===== src/design/assert_macros.svh =====
// ----------------------------------------------------------------------------
// assert_macros.svh
// Clocked assertion shorthands shared by the RTL. Both expect clk and rst_n
// in scope and are disabled while reset is asserted.
// ----------------------------------------------------------------------------
`ifndef ASSERT_MACROS_SVH
`define ASSERT_MACROS_SVH

// Condition that must hold at every clock edge.
`define ASSERT_ALWAYS(label, expr, msg) \
    label: assert property (@(posedge clk) disable iff (!rst_n) (expr)) \
        else $error(msg);

// Condition that must hold whenever the antecedent holds.
`define ASSERT_IMPLIES(label, ante, cons, msg) \
    label: assert property (@(posedge clk) disable iff (!rst_n) (ante) |-> (cons)) \
        else $error(msg);

`endif


===== src/design/irc_pkg.sv =====
// ----------------------------------------------------------------------------
// irc_pkg
// Shared types and constants for the entry reference-count cache.
// ----------------------------------------------------------------------------
`default_nettype none

package irc_pkg;

    // Slot table geometry: rows of LANES slots, one row compared per cycle
    localparam int SLOTS  = 128;
    localparam int SLOT_W = 7;
    localparam int LANES  = 8;
    localparam int LANE_W = 3;
    localparam int ROWS   = SLOTS / LANES;
    localparam int ROW_W  = 4;

    localparam int DRIVE_W  = 2;
    localparam int KEY_W    = 16;
    localparam int COUNT_W  = 16;
    localparam int FREE_W   = 8;
    localparam int CFG_W    = 10;
    localparam int ZONE_W   = 16;
    localparam int OFFS_W   = 10;
    localparam int STATUS_W = 3;

    // APB register file
    localparam int PADDR_W = 3;
    localparam int PDATA_W = 32;
    localparam logic REG_INODE_MAP = 1'b0;
    localparam logic REG_ZONE_MAP  = 1'b1;

    // On-disk layout
    localparam int ZONE_BYTES   = 1024;
    localparam int RECORD_BYTES = 32;
    localparam int PER_ZONE     = (ZONE_BYTES / RECORD_BYTES == 0) ? 1
                                : ZONE_BYTES / RECORD_BYTES;
    localparam int ZONE_BASE    = 2;

    // Request kinds
    localparam logic KIND_OPEN  = 1'b0;
    localparam logic KIND_CLOSE = 1'b1;

    // Result status codes
    localparam logic [STATUS_W-1:0] STS_HIT   = 3'd0;
    localparam logic [STATUS_W-1:0] STS_ALLOC = 3'd1;
    localparam logic [STATUS_W-1:0] STS_FULL  = 3'd2;
    localparam logic [STATUS_W-1:0] STS_OPEN  = 3'd3;
    localparam logic [STATUS_W-1:0] STS_FREED = 3'd4;
    localparam logic [STATUS_W-1:0] STS_BAD   = 3'd5;

    typedef struct packed {
        logic [CFG_W-1:0] inode_map_blocks;
        logic [CFG_W-1:0] zone_map_blocks;
    } cfg_t;

    typedef struct packed {
        logic [DRIVE_W-1:0] drive;
        logic [KEY_W-1:0]   key;
    } tag_t;

endpackage

`default_nettype wire


===== src/design/irc_cfg_regs.sv =====
// ----------------------------------------------------------------------------
// irc_cfg_regs
// APB register file holding the two bitmap block counts.
// ----------------------------------------------------------------------------
`default_nettype none

module irc_cfg_regs
(
    input  logic                        clk,
    input  logic                        rst_n,
    input  logic                        psel,
    input  logic                        penable,
    input  logic                        pwrite,
    input  logic [irc_pkg::PADDR_W-1:0] paddr,
    input  logic [irc_pkg::PDATA_W-1:0] pwdata,
    output logic [irc_pkg::PDATA_W-1:0] prdata,
    output logic                        pready,
    output irc_pkg::cfg_t               cfg
);
    import irc_pkg::*;

    cfg_t cfg_reg;
    cfg_t cfg_next;
    logic wr_en;
    logic reg_sel;

    assign pready  = 1'b1;
    assign wr_en   = psel & penable & pwrite & pready;
    assign reg_sel = paddr[2];
    assign cfg     = cfg_reg;

    always_comb
    begin
        cfg_next = cfg_reg;
        if (wr_en)
        begin
            case (reg_sel)
                REG_INODE_MAP: cfg_next.inode_map_blocks = pwdata[CFG_W-1:0];
                REG_ZONE_MAP:  cfg_next.zone_map_blocks  = pwdata[CFG_W-1:0];
                default:       cfg_next = cfg_reg;
            endcase
        end
    end

    always_comb
    begin
        case (reg_sel)
            REG_INODE_MAP: prdata = PDATA_W'(cfg_reg.inode_map_blocks);
            REG_ZONE_MAP:  prdata = PDATA_W'(cfg_reg.zone_map_blocks);
            default:       prdata = '0;
        endcase
    end

    always_ff @(posedge clk or negedge rst_n)
    begin
        if (!rst_n)
        begin
            cfg_reg.inode_map_blocks <= CFG_W'(1);
            cfg_reg.zone_map_blocks  <= CFG_W'(1);
        end
        else
        begin
            cfg_reg <= cfg_next;
        end
    end

endmodule

`default_nettype wire


===== config.mk =====
export PLATFORM = sky130hd
export DESIGN_NAME = irc_cfg_regs
export DESIGN_NICKNAME = d
export VERILOG_FILES = /design/src/design/assert_macros.svh /design/src/design/irc_pkg.sv /design/src/design/irc_cfg_regs.sv
export SDC_FILE = /design/constraint.sdc
export NUM_CORES = 1
export LEC_CHECK = 0
export ABC_AREA = 1
export ABC_CLOCK_PERIOD_IN_PS = 800
export BUFFER_PORTS_ARGS = -buffer_cell sky130_fd_sc_hd__buf_4
export CAP_MARGIN = 20
export CORE_MARGIN = 2
export CORE_UTILIZATION = 36
export CTS_BUF_LIST = sky130_fd_sc_hd__clkbuf_2
export CTS_CLUSTER_SIZE = 10
export DETAILED_ROUTE_END_ITERATION = 10
export PLACE_DENSITY_LB_ADDON = 0.12
export SYNTH_ARGS = -nofsm -noshare
export SYNTH_HDL_FRONTEND = slang
export SYNTH_SLANG_ARGS = --single-unit

===== constraint.sdc =====
create_clock -name clk -period 0.8 [get_ports clk]
set_input_delay 0.24 -clock clk [delete_from_list [all_inputs] [get_ports clk]]
set_output_delay 0.24 -clock clk [all_outputs]
set_load 0.03 [all_outputs]

==> results.sh <==
export IMPL_track_usage=0.159
export IMPL_cp_end_kind="output pin"
export IMPL_drt_total_wl_mm=2.76
export IMPL_drv_cap=0
export IMPL_synth_area_per_cell_sq_um=7.73
export IMPL_fin_ws_ns=-0.595
export IMPL_pin_count=93
export IMPL_dp_cells=236
export IMPL_synth_top_cells_by_area="dfrtp_1 (40%), nand2_1 (23%), buf_4 (17%)"
export IMPL_tritoncts="done"
export IMPL_cpLargestDelayFamily="flip-flops"
export IMPL_crit_fanout=3
export IMPL_p_per_area_mw_per_mm2=2160
export IMPL_synth_cell_types=12
export IMPL_hold_path_class="input pin to flip-flop"
export IMPL_fin_crit_sh=1.74
export IMPL_synth_top_area_frac=0.396
export IMPL_slowest_stage="dfstp_2"
export IMPL_fin_area_sq_mm=0.00182
export IMPL_layout_drive_gt1_share=0.587
export IMPL_clock_sinks=20
export IMPL_nets=242
export IMPL_core_area_sq_mm=0.00303
export IMPL_slowest_delay_ns=0.60
export IMPL_r2r_cells=3
export IMPL_crit_cells=3
export IMPL_yosysWarnings=0
export IMPL_place_congestion=0.685
export IMPL_grt_overflow=0
export IMPL_insertion_delay_ns=0.31
export IMPL_yosysTopAreaCell="dfrtp_1"
export IMPL_violations="setup timing"
export IMPL_numCtsBuffers=3
export IMPL_syn_to_final_growth_pct=59.8
export IMPL_largest_reg_flops=20
export IMPL_drt_iter0_markers=26
export IMPL_vias=1051
export IMPL_cp_arrival_ns=1.15
export IMPL_setup_viol=30
export IMPL_worstHoldPathCells=3
export IMPL_skew_ns=0
export IMPL_htree_levels=1
export IMPL_grt_pass1_vias=946
export IMPL_clk_pin_slew_ns=0.20
export IMPL_clockBufferDepth=2
export IMPL_start_kind="flip-flop"
export IMPL_drt_pass1_iter_count=4
export IMPL_syn_instance_count=147
export IMPL_hold_viol=0
export IMPL_die_area_sq_mm=0.00362
export IMPL_die_height_um=60.2
export IMPL_fin_crit_ns=1.39
export IMPL_start_util=0.375
export IMPL_crit_buf_inv=1
export IMPL_die_width_um=60.2
export IMPL_final_cells=245
export IMPL_p_total_w=0.00392
export IMPL_grt_max_degree=22
export IMPL_antenna_found_initial=0
export IMPL_fin_setup_tns_ns=-12.42
export IMPL_seq_area_frac_synth=0.443
export IMPL_avgRoutedWirePerCell_um=11.3
export IMPL_hpwlAfterDp_mm=1.91
export IMPL_clock_root_buffer="clkbuf_2"
export IMPL_crit_type="flip-flop to output pin"
export IMPL_vdd_drop_max_v=0.00103
export IMPL_synth_ff_latch_count=20
export IMPL_avgViaCountPerCell=4.29
export IMPL_rsz0062_at_grt="yes"
export IMPL_outcome="complete, but fails checks"
export IMPL_dpl_cell_area_sq_mm=0.00163
export IMPL_port_buffers=45
export IMPL_rows=20
export IMPL_max_freq_mhz=717
export IMPL_grt_pass1_wl_mm=4.30
export IMPL_drcViolationCount=0
export IMPL_antenna_left=0
export IMPL_leakagePower_nw=0.938
export IMPL_path_cells="nand2_2, nand2_4, buf_6"
export IMPL_worstPathRequired_ns=0.56
export IMPL_syn_area_sq_mm=0.00114
export IMPL_insertedDiodeCount=0
export IMPL_slew_violations=0
-- Yosys cell counts (all sizes together) --
library cell   n
nand2         71
buf           29
nand3         20
dfrtp         18
conb           2
dfstp          2
inv            2
nand4          2
nor2           1
-- cell type report --
class / count / area [sq um]
clock buffers: 3 / 15.0
flip-flops and latches: 20 / 526
repair buffers: 58 / 592
fillers: 277 / 1210
multi-input cells: 117 / 617
well taps: 44 / 55.1
inverters: 2 / 7.51
clock inverters: 1 / 3.75
-- path summary, 6_finish.rpt --
check                               startpoint             endpoint  slack (ns)
max                         cfg[0]$_DFFE_PN1P_            prdata[0]       -0.59
min                                  pwdata[0]   cfg[0]$_DFFE_PN1P_        0.14
max reg2reg                cfg[19]$_DFFE_PN0P_  cfg[19]$_DFFE_PN0P_        0.03
min reg2reg                cfg[10]$_DFFE_PN1P_  cfg[10]$_DFFE_PN1P_        0.49
max in group asynchronous                rst_n  cfg[10]$_DFFE_PN1P_        0.20
min in group asynchronous                rst_n  cfg[16]$_DFFE_PN0P_        0.32
-- power by group --
group | internal (W) | switching (W)
Sequential | 0.00125 | 0.000215
Clock | 0.000109 | 0.000315
Combinational | 0.000852 | 0.00118
-- tightest hold or removal path: cells and delay by family --
family        cells  cell delay (ns)
simple gates      2             0.12
buf+inv           1             0.11
-- cells in the final DEF (no fill, tap or decap), drive strengths merged --
master / count
buf: 57
clkbuf: 3
clkinv: 1
conb: 23
dfrtp: 18
dfstp: 2
dlygate4sd3: 1
inv: 2
nand2: 71
nand3: 20
nand4: 2
nor2: 1
-- logic make-up after synthesis --
family	count (synthesis)	synth area share
AND/OR/NAND/NOR	94	0.350
buffers and inverters	31	0.200
other	2	0.00661
flip-flops	20	0.443
-- metrics by stage --
stage | worst slack [ns] | utilization | hold WS, ns
4_1_cts | -0.616 | 0.590 | 0.121
3_5_place_dp | -0.325 | 0.539 | 0.137
2_1_floorplan | -0.257 | - | -0.0556
3_3_place_gp | -0.316 | 0.539 | 0.134
5_1_grt | -0.660 | 0.600 | 0.124
6_report | -0.595 | 0.600 | 0.138
-- metal layers --
| layer | GRT usage | share of wire | up-vias |
|---|---|---|---|
| li1 | - | - | 518 |
| met1 | 0.209 | 0.42 | 490 |
| met2 | 0.258 | 0.50 | 41 |
| met3 | 0.0260 | 0.062 | 2 |
| met4 | 0.0667 | 0.0098 | 0 |
| met5 | 0 | 0 | - |
-- what timing repair did --
item                                    CTS  global route
pin swaps                                 5             2
hold endpoints to repair                 18             0
setup buffers                             2             3
endpoints found under the setup margin   30            32
gates resized for setup                  29             5
hold buffers                              1             0
Note: power is estimated with default switching activity, not from simulation.
